<file path="src/csc_pkg.sv">
// ----------------------------------------------------------------------------
// csc_pkg - shared types and constants of the speed calculator
// command word between front and back, result word and status codes
// ----------------------------------------------------------------------------
package csc_pkg;

   // action codes on the request side
   localparam logic ACT_PACKET = 1'b0;
   localparam logic ACT_CLEAR  = 1'b1;

   // flags byte bits
   localparam int unsigned FLAG_WHEEL_BIT = 0;
   localparam int unsigned FLAG_CRANK_BIT = 1;

   // payload sizes in bytes
   localparam logic [3:0] WHEEL_BYTES = 4'd6;
   localparam logic [3:0] CRANK_BYTES = 4'd4;
   localparam logic [3:0] BYTE_COUNT_MAX = 4'd15;

   localparam logic [9:0]  MM_PER_M   = 10'd1000;
   localparam logic [15:0] CIRC_RESET = 16'd2096;

   // result status codes
   localparam logic [2:0] ST_OK        = 3'd0;
   localparam logic [2:0] ST_BASELINE  = 3'd1;
   localparam logic [2:0] ST_NO_UPDATE = 3'd2;
   localparam logic [2:0] ST_NO_WHEEL  = 3'd3;
   localparam logic [2:0] ST_BAD_LEN   = 3'd4;
   localparam logic [2:0] ST_RANGE     = 3'd5;

   // one classified command from the front part
   typedef struct packed {
      logic        is_clear;
      logic        bad_len;
      logic        wheel_present;
      logic        crank_present;
      logic [31:0] wheel_rev;
      logic [15:0] wheel_time;
      logic [15:0] crank_rev;
      logic [15:0] crank_time;
   } csc_cmd_type;

   // one result word
   typedef struct packed {
      logic [2:0]  status;
      logic        speed_valid;
      logic [15:0] speed;
      logic        wheel_present;
      logic        crank_present;
      logic [31:0] wheel_rev;
      logic [15:0] wheel_time;
      logic [15:0] crank_rev;
      logic [15:0] crank_time;
   } csc_result_type;

endpackage

</file>
<file path="src/csc_front.sv">
// ----------------------------------------------------------------------------
// csc_front - packet byte assembly
// collects the bytes of a packet, checks its length and emits a command word
// ----------------------------------------------------------------------------
module csc_front (
   input  logic                 clock,
   input  logic                 reset,
   input  logic                 req_push,
   output logic                 req_full,
   input  logic                 req_action,
   input  logic [7:0]           req_data_byte,
   input  logic                 req_last,
   output logic                 q_push,
   output csc_pkg::csc_cmd_type q_cmd,
   input  logic                 q_full
);

   logic [3:0]  byte_count_ff, byte_count_in;
   logic [7:0]  flags_ff, flags_in;
   logic [31:0] wrev_ff, wrev_in;
   logic [15:0] wtime_ff, wtime_in;
   logic [15:0] crev_ff, crev_in;
   logic [15:0] ctime_ff, ctime_in;

   logic       accept;
   logic [3:0] idx;
   logic       wh_cur, cr_cur, wh_new, cr_new;
   logic [3:0] cb;
   logic [3:0] rel;
   logic [1:0] wsel;
   logic [4:0] len;
   logic [4:0] expected;
   logic       bad;

   assign req_full = q_full;
   assign accept   = req_push && !q_full;
   assign idx      = byte_count_ff;
   assign wh_cur   = flags_ff[csc_pkg::FLAG_WHEEL_BIT];
   assign cr_cur   = flags_ff[csc_pkg::FLAG_CRANK_BIT];
   assign cb       = wh_cur ? (4'd1 + csc_pkg::WHEEL_BYTES) : 4'd1;
   assign rel      = idx - cb;
   assign wsel     = 2'(idx - 4'd1);
   assign wh_new   = flags_in[csc_pkg::FLAG_WHEEL_BIT];
   assign cr_new   = flags_in[csc_pkg::FLAG_CRANK_BIT];
   assign len      = {1'b0, idx} + 5'd1;
   assign expected = 5'd1 + (wh_new ? 5'(csc_pkg::WHEEL_BYTES) : 5'd0)
                          + (cr_new ? 5'(csc_pkg::CRANK_BYTES) : 5'd0);
   assign bad      = (idx == csc_pkg::BYTE_COUNT_MAX) || (len != expected);

   always_comb begin
      byte_count_in = byte_count_ff;
      flags_in      = flags_ff;
      wrev_in       = wrev_ff;
      wtime_in      = wtime_ff;
      crev_in       = crev_ff;
      ctime_in      = ctime_ff;
      q_push        = 1'b0;
      q_cmd         = '0;
      if (accept) begin
         if (req_action == csc_pkg::ACT_CLEAR) begin
            q_push         = 1'b1;
            q_cmd.is_clear = 1'b1;
         end else begin
            if (idx == 4'd0) begin
               flags_in = req_data_byte;
               wrev_in  = '0;
               wtime_in = '0;
               crev_in  = '0;
               ctime_in = '0;
            end else if (wh_cur && idx >= 4'd1 && idx <= 4'd4) begin
               wrev_in[wsel*8 +: 8] = req_data_byte;
            end else if (wh_cur && idx >= 4'd5 && idx <= 4'd6) begin
               wtime_in[(idx == 4'd6)*8 +: 8] = req_data_byte;
            end else if (cr_cur && idx >= cb && rel < 4'd4) begin
               if (rel[1]) begin
                  ctime_in[rel[0]*8 +: 8] = req_data_byte;
               end else begin
                  crev_in[rel[0]*8 +: 8] = req_data_byte;
               end
            end
            if (byte_count_ff != csc_pkg::BYTE_COUNT_MAX) begin
               byte_count_in = byte_count_ff + 4'd1;
            end
            if (req_last) begin
               byte_count_in = '0;
               q_push        = 1'b1;
               if (bad) begin
                  q_cmd.bad_len = 1'b1;
               end else begin
                  q_cmd.wheel_present = wh_new;
                  q_cmd.crank_present = cr_new;
                  q_cmd.wheel_rev     = wrev_in;
                  q_cmd.wheel_time    = wtime_in;
                  q_cmd.crank_rev     = crev_in;
                  q_cmd.crank_time    = ctime_in;
               end
            end
         end
      end
   end

   always_ff @(posedge clock) begin
      if (reset) begin
         byte_count_ff <= '0;
         flags_ff      <= '0;
         wrev_ff       <= '0;
         wtime_ff      <= '0;
         crev_ff       <= '0;
         ctime_ff      <= '0;
      end else begin
         byte_count_ff <= byte_count_in;
         flags_ff      <= flags_in;
         wrev_ff       <= wrev_in;
         wtime_ff      <= wtime_in;
         crev_ff       <= crev_in;
         ctime_ff      <= ctime_in;
      end
   end

endmodule

</file>
<file path="src/csc_queue.sv">
// ----------------------------------------------------------------------------
// csc_queue - command queue
// short register queue between the front and the back part
// ----------------------------------------------------------------------------
module csc_queue #(
   parameter int DEPTH = 2
) (
   input  logic                 clock,
   input  logic                 reset,
   input  logic                 push,
   input  csc_pkg::csc_cmd_type din,
   output logic                 full,
   input  logic                 pop,
   output csc_pkg::csc_cmd_type dout,
   output logic                 empty
);

   localparam int PTR_W = (DEPTH > 1) ? $clog2(DEPTH) : 1;
   localparam int CNT_W = $clog2(DEPTH + 1);

   csc_pkg::csc_cmd_type entries_ff [DEPTH];
   logic [PTR_W-1:0] wr_ptr_ff, wr_ptr_in;
   logic [PTR_W-1:0] rd_ptr_ff, rd_ptr_in;
   logic [CNT_W-1:0] count_ff, count_in;
   logic             do_push, do_pop;

   assign full    = (count_ff == CNT_W'(DEPTH));
   assign empty   = (count_ff == '0);
   assign dout    = entries_ff[rd_ptr_ff];
   assign do_push = push && !full;
   assign do_pop  = pop && !empty;

   always_comb begin
      wr_ptr_in = wr_ptr_ff;
      rd_ptr_in = rd_ptr_ff;
      count_in  = count_ff;
      if (do_push) begin
         wr_ptr_in = (wr_ptr_ff == PTR_W'(DEPTH - 1)) ? '0 : wr_ptr_ff + 1'b1;
      end
      if (do_pop) begin
         rd_ptr_in = (rd_ptr_ff == PTR_W'(DEPTH - 1)) ? '0 : rd_ptr_ff + 1'b1;
      end
      if (do_push && !do_pop) begin
         count_in = count_ff + 1'b1;
      end else if (do_pop && !do_push) begin
         count_in = count_ff - 1'b1;
      end
   end

   always_ff @(posedge clock) begin
      if (do_push) begin
         entries_ff[wr_ptr_ff] <= din;
      end
   end

   always_ff @(posedge clock) begin
      if (reset) begin
         wr_ptr_ff <= '0;
         rd_ptr_ff <= '0;
         count_ff  <= '0;
      end else begin
         wr_ptr_ff <= wr_ptr_in;
         rd_ptr_ff <= rd_ptr_in;
         count_ff  <= count_in;
      end
   end

   a_count_bound: assert property (@(posedge clock) disable iff (reset)
      count_ff <= CNT_W'(DEPTH))
      else $error("queue count above depth");

   a_no_push_when_full: assert property (@(posedge clock) disable iff (reset)
      push |-> !full)
      else $error("push into a full queue");

endmodule

</file>
<file path="src/csc_back.sv">
// ----------------------------------------------------------------------------
// csc_back - speed computation
// keeps the wheel baseline, computes rounded speed and holds the result word
// ----------------------------------------------------------------------------
module csc_back (
   input  logic                    clock,
   input  logic                    reset,
   input  logic [15:0]             circ,
   input  logic                    q_empty,
   input  csc_pkg::csc_cmd_type    q_cmd,
   output logic                    q_pop,
   output csc_pkg::csc_result_type rsp_word,
   output logic                    rsp_empty,
   input  logic                    rsp_pop
);

   typedef enum logic [2:0] {
      S_IDLE,
      S_MUL,
      S_PREP,
      S_CHECK,
      S_DIV,
      S_EMIT
   } state_type;

   state_type   state_ff;
   logic        base_valid_ff;
   logic [31:0] prev_rev_ff;
   logic [15:0] prev_time_ff;
   logic [31:0] drev_ff;
   logic [15:0] dt_ff;
   logic [47:0] prod_ff;
   logic [25:0] den_ff;
   logic [63:0] num_ff;
   logic [41:0] rem_ff;
   logic [40:0] dsh_ff;
   logic [15:0] quo_ff;
   logic [3:0]  iter_ff;
   logic        out_valid_ff;
   csc_pkg::csc_result_type res_ff;
   csc_pkg::csc_result_type out_ff;

   logic [31:0] drev_w;
   logic [15:0] dt_w;
   logic        qbit;
   csc_pkg::csc_result_type res_idle;
   csc_pkg::csc_result_type res_done;

   assign q_pop     = (state_ff == S_IDLE) && !q_empty;
   assign drev_w    = q_cmd.wheel_rev - prev_rev_ff;
   assign dt_w      = q_cmd.wheel_time - prev_time_ff;
   assign qbit      = ({1'b0, dsh_ff} <= rem_ff);
   assign rsp_word  = out_ff;
   assign rsp_empty = !out_valid_ff;

   // word for the command at the queue head, status by the same priority as below
   always_comb begin
      res_idle = '0;
      if (q_cmd.bad_len) begin
         res_idle.status = csc_pkg::ST_BAD_LEN;
      end else begin
         res_idle.wheel_present = q_cmd.wheel_present;
         res_idle.crank_present = q_cmd.crank_present;
         res_idle.wheel_rev     = q_cmd.wheel_rev;
         res_idle.wheel_time    = q_cmd.wheel_time;
         res_idle.crank_rev     = q_cmd.crank_rev;
         res_idle.crank_time    = q_cmd.crank_time;
         if (!q_cmd.wheel_present) begin
            res_idle.status = csc_pkg::ST_NO_WHEEL;
         end else if (!base_valid_ff) begin
            res_idle.status = csc_pkg::ST_BASELINE;
         end else if (dt_w == '0) begin
            res_idle.status = csc_pkg::ST_NO_UPDATE;
         end else begin
            res_idle.status = csc_pkg::ST_OK;
         end
      end
   end

   // word once the last quotient bit is known
   always_comb begin
      res_done             = res_ff;
      res_done.speed_valid = 1'b1;
      res_done.speed       = {quo_ff[14:0], qbit};
   end

   always_ff @(posedge clock) begin
      if (reset) begin
         state_ff      <= S_IDLE;
         base_valid_ff <= 1'b0;
         prev_rev_ff   <= '0;
         prev_time_ff  <= '0;
         out_valid_ff  <= 1'b0;
      end else begin
         // in the emit state the refill below decides the output flag
         if (rsp_pop && out_valid_ff && state_ff != S_EMIT) begin
            out_valid_ff <= 1'b0;
         end
         case (state_ff)
            S_IDLE: begin
               if (!q_empty) begin
                  if (q_cmd.is_clear) begin
                     base_valid_ff <= 1'b0;
                     prev_rev_ff   <= '0;
                     prev_time_ff  <= '0;
                  end else if (q_cmd.bad_len || !q_cmd.wheel_present) begin
                     res_ff   <= res_idle;
                     state_ff <= S_EMIT;
                  end else if (!base_valid_ff) begin
                     base_valid_ff <= 1'b1;
                     prev_rev_ff   <= q_cmd.wheel_rev;
                     prev_time_ff  <= q_cmd.wheel_time;
                     res_ff        <= res_idle;
                     state_ff      <= S_EMIT;
                  end else if (dt_w == '0) begin
                     res_ff   <= res_idle;
                     state_ff <= S_EMIT;
                  end else begin
                     prev_rev_ff  <= q_cmd.wheel_rev;
                     prev_time_ff <= q_cmd.wheel_time;
                     drev_ff      <= drev_w;
                     dt_ff        <= dt_w;
                     res_ff       <= res_idle;
                     state_ff     <= S_MUL;
                  end
               end
            end
            S_MUL: begin
               prod_ff  <= drev_ff * circ;
               den_ff   <= dt_ff * csc_pkg::MM_PER_M;
               state_ff <= S_PREP;
            end
            S_PREP: begin
               // times 36864 is times 9 then shift by 12, plus half divisor
               num_ff   <= ({16'b0, prod_ff} << 15) + ({16'b0, prod_ff} << 12)
                           + {38'b0, 1'b0, den_ff[25:1]};
               state_ff <= S_CHECK;
            end
            S_CHECK: begin
               if (num_ff >= {22'b0, den_ff, 16'b0}) begin
                  res_ff.status <= csc_pkg::ST_RANGE;
                  state_ff      <= S_EMIT;
               end else begin
                  rem_ff   <= num_ff[41:0];
                  dsh_ff   <= {den_ff, 15'b0};
                  quo_ff   <= '0;
                  iter_ff  <= 4'd15;
                  state_ff <= S_DIV;
               end
            end
            S_DIV: begin
               if (qbit) begin
                  rem_ff <= rem_ff - {1'b0, dsh_ff};
               end
               dsh_ff <= dsh_ff >> 1;
               quo_ff <= {quo_ff[14:0], qbit};
               if (iter_ff == 4'd0) begin
                  res_ff   <= res_done;
                  state_ff <= S_EMIT;
               end else begin
                  iter_ff <= iter_ff - 4'd1;
               end
            end
            S_EMIT: begin
               if (!out_valid_ff || rsp_pop) begin
                  out_ff       <= res_ff;
                  out_valid_ff <= 1'b1;
                  state_ff     <= S_IDLE;
               end
            end
            default: begin
               state_ff <= S_IDLE;
            end
         endcase
      end
   end

   a_speed_valid_ok: assert property (@(posedge clock) disable iff (reset)
      out_valid_ff && out_ff.speed_valid |-> out_ff.status == csc_pkg::ST_OK)
      else $error("speed marked valid with a non-ok status");

   a_bad_len_clean: assert property (@(posedge clock) disable iff (reset)
      out_valid_ff && out_ff.status == csc_pkg::ST_BAD_LEN |->
         !out_ff.wheel_present && !out_ff.crank_present && out_ff.wheel_rev == '0
         && out_ff.speed == '0)
      else $error("bad length word carries data");

   a_div_has_baseline: assert property (@(posedge clock) disable iff (reset)
      state_ff == S_DIV |-> base_valid_ff && den_ff != '0)
      else $error("division without baseline or with zero divisor");

endmodule

</file>
<file path="src/csc_packet_speed_calc.sv">
// flow: the front takes one byte per cycle while req_full is low; a status-only packet goes
//   from idle straight to emit in the back part, a speed packet passes multiply, prep, check
//   and the back part's 16-step restoring divider before emit; the back part takes no new
//   command until its result is emitted; a 2-word command queue lets bytes keep flowing
// reset: synchronous, clears framing, baseline, queue and output; circumference 2096 mm
// ----------------------------------------------------------------------------
// csc_packet_speed_calc - cycling speed and cadence packet decoder
// assembles measurement packets byte by byte and computes wheel speed
// ----------------------------------------------------------------------------
module csc_packet_speed_calc #(
   parameter int QUEUE_DEPTH = 2
) (
   input  logic        clock,
   input  logic        reset,
   // request side, queue style
   input  logic        req_push,
   output logic        req_full,
   input  logic        req_action,
   input  logic [7:0]  req_data_byte,
   input  logic        req_last,
   // result side, queue style
   output logic        rsp_empty,
   input  logic        rsp_pop,
   output logic [2:0]  rsp_status,
   output logic        rsp_speed_valid,
   output logic [15:0] rsp_speed_kmh_x10,
   output logic        rsp_wheel_present,
   output logic        rsp_crank_present,
   output logic [31:0] rsp_wheel_revolutions,
   output logic [15:0] rsp_wheel_event_time,
   output logic [15:0] rsp_crank_revolutions,
   output logic [15:0] rsp_crank_event_time,
   // circumference register write
   input  logic        csr_valid,
   output logic        csr_ready,
   input  logic [15:0] csr_wheel_circumference_mm
);

   // wheel circumference register, always writable
   logic [15:0] circ_ff;

   // front to queue
   logic                 f_push;
   csc_pkg::csc_cmd_type f_cmd;
   logic                 q_full;

   // queue to back
   logic                 q_empty;
   logic                 q_pop;
   csc_pkg::csc_cmd_type q_cmd;

   // back output word
   csc_pkg::csc_result_type rsp_word;

   assign csr_ready = 1'b1;

   always_ff @(posedge clock) begin
      if (reset) begin
         circ_ff <= csc_pkg::CIRC_RESET;
      end else if (csr_valid && csr_ready) begin
         circ_ff <= csr_wheel_circumference_mm;
      end
   end

   // front: framing, byte placement and length check; clear actions pass
   // through as commands so they stay ordered with packets
   csc_front u_front (
      .clock         (clock),
      .reset         (reset),
      .req_push      (req_push),
      .req_full      (req_full),
      .req_action    (req_action),
      .req_data_byte (req_data_byte),
      .req_last      (req_last),
      .q_push        (f_push),
      .q_cmd         (f_cmd),
      .q_full        (q_full)
   );

   // short queue decoupling the byte stream from the divider
   csc_queue #(
      .DEPTH (QUEUE_DEPTH)
   ) u_queue (
      .clock (clock),
      .reset (reset),
      .push  (f_push),
      .din   (f_cmd),
      .full  (q_full),
      .pop   (q_pop),
      .dout  (q_cmd),
      .empty (q_empty)
   );

   // back: baseline, multiply, range check, divide, output register
   csc_back u_back (
      .clock     (clock),
      .reset     (reset),
      .circ      (circ_ff),
      .q_empty   (q_empty),
      .q_cmd     (q_cmd),
      .q_pop     (q_pop),
      .rsp_word  (rsp_word),
      .rsp_empty (rsp_empty),
      .rsp_pop   (rsp_pop)
   );

   // unpack the result word onto the ports
   assign rsp_status            = rsp_word.status;
   assign rsp_speed_valid       = rsp_word.speed_valid;
   assign rsp_speed_kmh_x10     = rsp_word.speed;
   assign rsp_wheel_present     = rsp_word.wheel_present;
   assign rsp_crank_present     = rsp_word.crank_present;
   assign rsp_wheel_revolutions = rsp_word.wheel_rev;
   assign rsp_wheel_event_time  = rsp_word.wheel_time;
   assign rsp_crank_revolutions = rsp_word.crank_rev;
   assign rsp_crank_event_time  = rsp_word.crank_time;

endmodule
</file>
<file path="config.mk">
export PLATFORM = sky130hd
export DESIGN_NAME = csc_packet_speed_calc
export DESIGN_NICKNAME = d
export VERILOG_FILES = /design/src/csc_pkg.sv /design/src/csc_front.sv /design/src/csc_queue.sv /design/src/csc_back.sv /design/src/csc_packet_speed_calc.sv
export SDC_FILE = /design/constraint.sdc
export NUM_CORES = 2
export LEC_CHECK = 0
export ABC_AREA = 1
export BUFFER_PORTS_ARGS = -buffer_cell sky130_fd_sc_hd__buf_2
export CAP_MARGIN = 10
export CORE_ASPECT_RATIO = 1.1
export CORE_MARGIN = 2
export CORE_UTILIZATION = 50
export DETAILED_ROUTE_END_ITERATION = 6
export PLACE_DENSITY_LB_ADDON = 0.08
export SLEW_MARGIN = 20
export SYNTH_ARGS = -nofsm -noshare
export SYNTH_HDL_FRONTEND = slang
export SYNTH_SLANG_ARGS = --single-unit
export TNS_END_PERCENT = 30
</file>
<file path="constraint.sdc">
create_clock -name clock -period 21.8 [get_ports clock]
set_clock_uncertainty 0.1 [all_clocks]
set_input_delay 2.18 -clock clock [delete_from_list [all_inputs] [get_ports clock]]
set_output_delay 2.18 -clock clock [all_outputs]
set_load 0.02 [all_outputs]
</file>
==> results.md <==
- Iter 0 DRT Violations: 2,758
- Num ports: 136
- CP max stage cell: dfxtp_2
- WL/cell: 18.9 um
- Initial Utilization: 50.3%
- Yosys warns: 0
- VDD IR max: 0.000131 V
- CTS Buf Count: 88
- Buf/Inv on CP: 3
- Post-DP HPWL: 117,000 um
- Number of vias per cell: 5.26
- Reg2Reg Depth: 18
- Util after Layout: 54.5%
- DP Cell Count: 8,041
- Number of distinct library cells after synthesis: 53
- Hold Vio Cnt, Final: 0
- Area added between synthesis and finish: 8.51%
- Type of origin of the critical path: flip-flop
- Die H: 364 um
- Crit-path leading delay family: adder cells
- GRT Overall Usage: 25.8%
- Synthesized flop and latch total: 815
- Finish-stage setup viols: 0
- Setup TNS Final: 0 ns
- Mapped Nets: 7,469
- Reg2reg setup slack: 14.72 ns
- RSZ-0062 raised after global routing: false
- WP data required: 22.15 ns
- Asr flop ratio synth: 0%
- Crit path DAT: 7.42 ns
- RD Place Congestion: 0.927
- Pre-CTS setup slack: 14.71 ns
- Leakage: 0.0290 uW
- First-pass GRT wire length: 244,000 um
- Largest net degree at the start of global routing: 86
- Post-Syn Area per Cell: 8.98 um2
- Fmax: 141 MHz
- GR Overflow Total: 0
- Max-slew headroom: 26.3%
- Critical path cell sequence: nand2_1, fa_1, fa_1, fa_1, fa_1, inv_1, fa_1, inv_1, fa_1, inv_1, ha_1, a21oi_1, o21ai_0, a21oi_1, o21ai_0, a21oi_1, o21ai_0, xor2_1
- Reg2Reg Launch Point: circ_ff[3]
- Most frequent CP cell: fa_1
- Final worst slack: 14.72 ns
- Worst skew pair latency: 0.73 ns
- Non-Filler Instances: 8,206
- Number of global-route vias before repair: 43.9k
- 1st-pass router iterations: 6
- CTS tree: yes
- Synthesized instance count: 6,570
- # port buffers: 134
- Reg clk slew, reported paths: 0.07 ns
- Dpl cell area: 61,000 um2
- PwrDens: 133 nW/um2
- Vias: 43.1k
- Status: finished, final reports clean
- Antenna Nets Post-Route: 0
- Die Wd: 332 um
- Hold Path Stages: 0
- CTS max path bufs: 3
- Final min period: 7.08 ns
- Final nets: 7,489
- CTS resizes: 0
- Max capacitance violation total: 0
- Netlist Area Pre-Place: 59,000 um2
- DR DRC count: 0
- Die area: 121,000 um2
- Root Driver: clkbuf_16
- Initial antenna violation count: 1
- CP max stage delay: 0.94 ns
- Top_reg_cell synth: edfxtp_1
- Total clock sinks: 815
- Worst setup EP type: flip-flop
- Share of cells above drive strength 1: 6.72%
- Post-synth EDFFs: 655
- WS Path Type: reg2reg
- R2R Path End: u_back.prod_ff[46]
- Tightest Pin Transition: 1.11 ns
- Fin. max-slew vios: 0
- Row cnt: 132
- Setup bufs post-CTS: 0
- Finished Cell Area: 64,000 um2
- CTS hold repair buffers: 0
- # diodes: 0
- Seq/Total Area, Yosys: 38.8%
- Worst Path Max Fanout: 33
- Core ar.: 117,000 um2
- Hold Startpoint: u_back.res_done[99]
- WHS Endpoint: u_back.rsp_word[99]
- # H-tree levels: 3
- Worst Hold Class: reg2reg
- Tcrit/Tclk final: 32.5%
- Post-Route WL: 155,000 um
[kinds of logic (layout without fill, tap and decap cells)]
kind of cell    count (synthesis)  count (layout)  synth area share, %
flops                         815             815                 38.8
mux                             4               4               0.0678
xor+xnor                      171             171                 2.54
fa+ha+maj                     868             868                 24.6
other cells                     1               1              0.00635
simple gates                 2322            2322                 15.8
buf+inv                      1465            1560                 9.49
compound gates                924             924                 8.76
[final cells by class]
cell class	instances	area (um2)
fill	10800	53400
multi-input combinational	4290	30600
sequential	815	22900
inverter	1218	4570
clock buffer	113	2390
tap	1541	1930
timing repair buffer	177	996
clock inverter	52	641
[Yosys cell counts (all sizes together), types with 9 or more instances]
library cell / n / area, um2
nand3: 146 / 741
a21boi: 12 / 90.1
nor2: 566 / 2140
o21bai: 32 / 240
o21ai: 280 / 1410
dfxtp: 160 / 3200
nand3b: 9 / 67.6
nand4: 25 / 156
buf: 31 / 216
inv: 1218 / 4570
nor4: 18 / 113
xnor2: 57 / 499
xor2: 114 / 998
o211ai: 53 / 398
edfxtp: 655 / 19700
a31oi: 43 / 269
nor3: 39 / 195
ha: 381 / 4770
a21oi: 441 / 2270
or2: 58 / 363
fa: 487 / 9750
a21o: 29 / 218
clkbuf: 216 / 812
nand2: 1457 / 5520
o21a: 12 / 90.1
[power by group]
part | internal (uW) | switching [uW] | total (uW) | leakage [uW]
clock network | 895 | 668 | 1560 | 0.00149
logic | 1540 | 3170 | 4710 | 0.0202
registers | 2130 | 103 | 2230 | 0.00734
[how the worst max path moves through the flow]
stage,start,depth (start not counted),to,slack (ns)
final,circ_ff[3],18,u_back.prod_ff[46],14.72
after global routing,u_back.drev_ff[17],18,u_back.prod_ff[46],14.45
after CTS,circ_ff[3],18,u_back.prod_ff[46],14.70
after detailed placement,circ_ff[3],18,u_back.prod_ff[46],14.71
after global placement,circ_ff[3],18,u_back.prod_ff[46],14.69
after floorplan,reset,2,u_back.rsp_word[0],11.69
[per-layer routing]
layer	vias up	GRT usage [%]	wire length [um]
met1	21000	33.5	66900
li1	20900	-	-
met2	1023	45.3	76500
met5	-	0	0
met4	0	7.56	4170
met3	248	3.27	7260
[registers in the layout, indices dropped and copies added (netlist names), 4 cells and up, named ones only]
| register | flops |
|---|---|
| circ_ff | 16 |
| u_back.den_ff | 23 |
| u_back.drev_ff | 32 |
| u_back.dsh_ff | 41 |
| u_back.dt_ff | 16 |
| u_back.iter_ff | 4 |
| u_back.num_ff | 62 |
| u_back.prev_rev_ff | 32 |
| u_back.prev_time_ff | 16 |
| u_back.prod_ff | 48 |
| u_back.quo_ff | 15 |
| u_back.rem_ff | 42 |
| u_back.res_done | 85 |
| u_back.res_ff | 17 |
| u_back.rsp_word | 102 |
| u_front.byte_count_ff | 4 |
| u_front.crev_ff | 16 |
| u_front.ctime_ff | 16 |
| u_front.wrev_ff | 32 |
| u_front.wtime_ff | 16 |
| u_queue.entries_ff | 168 |
[layout by cell type (no fill, tap or decap), types with 17 or more instances in the layout]
master / instances
nand2_1: 1435
inv_1: 1211
edfxtp_1: 655
nor2_1: 557
fa_1: 487
a21oi_1: 422
ha_1: 381
o21ai_0: 267
dfxtp_1: 151
nand3_1: 144
buf_2: 133
xor2_1: 114
clkbuf_16: 90
xnor2_1: 57
or2_2: 56
o211ai_1: 53
buf_4: 44
a31oi_1: 43
nor3_1: 37
o21bai_1: 32
a21o_1: 29
nand4_1: 25
clkinv_2: 25
nand2_2: 21
a21oi_2: 18
clkbuf_1: 18
nor4_1: 17
[stage by stage]
stage	hold slack [ns]	power, uW
2_1_floorplan	0.300	5530
3_3_place_gp	0.302	6960
3_5_place_dp	0.305	6960
4_1_cts	0.269	8560
5_1_grt	0.281	9200
6_report	0.271	8510
(Power assumes the default switching activity.)
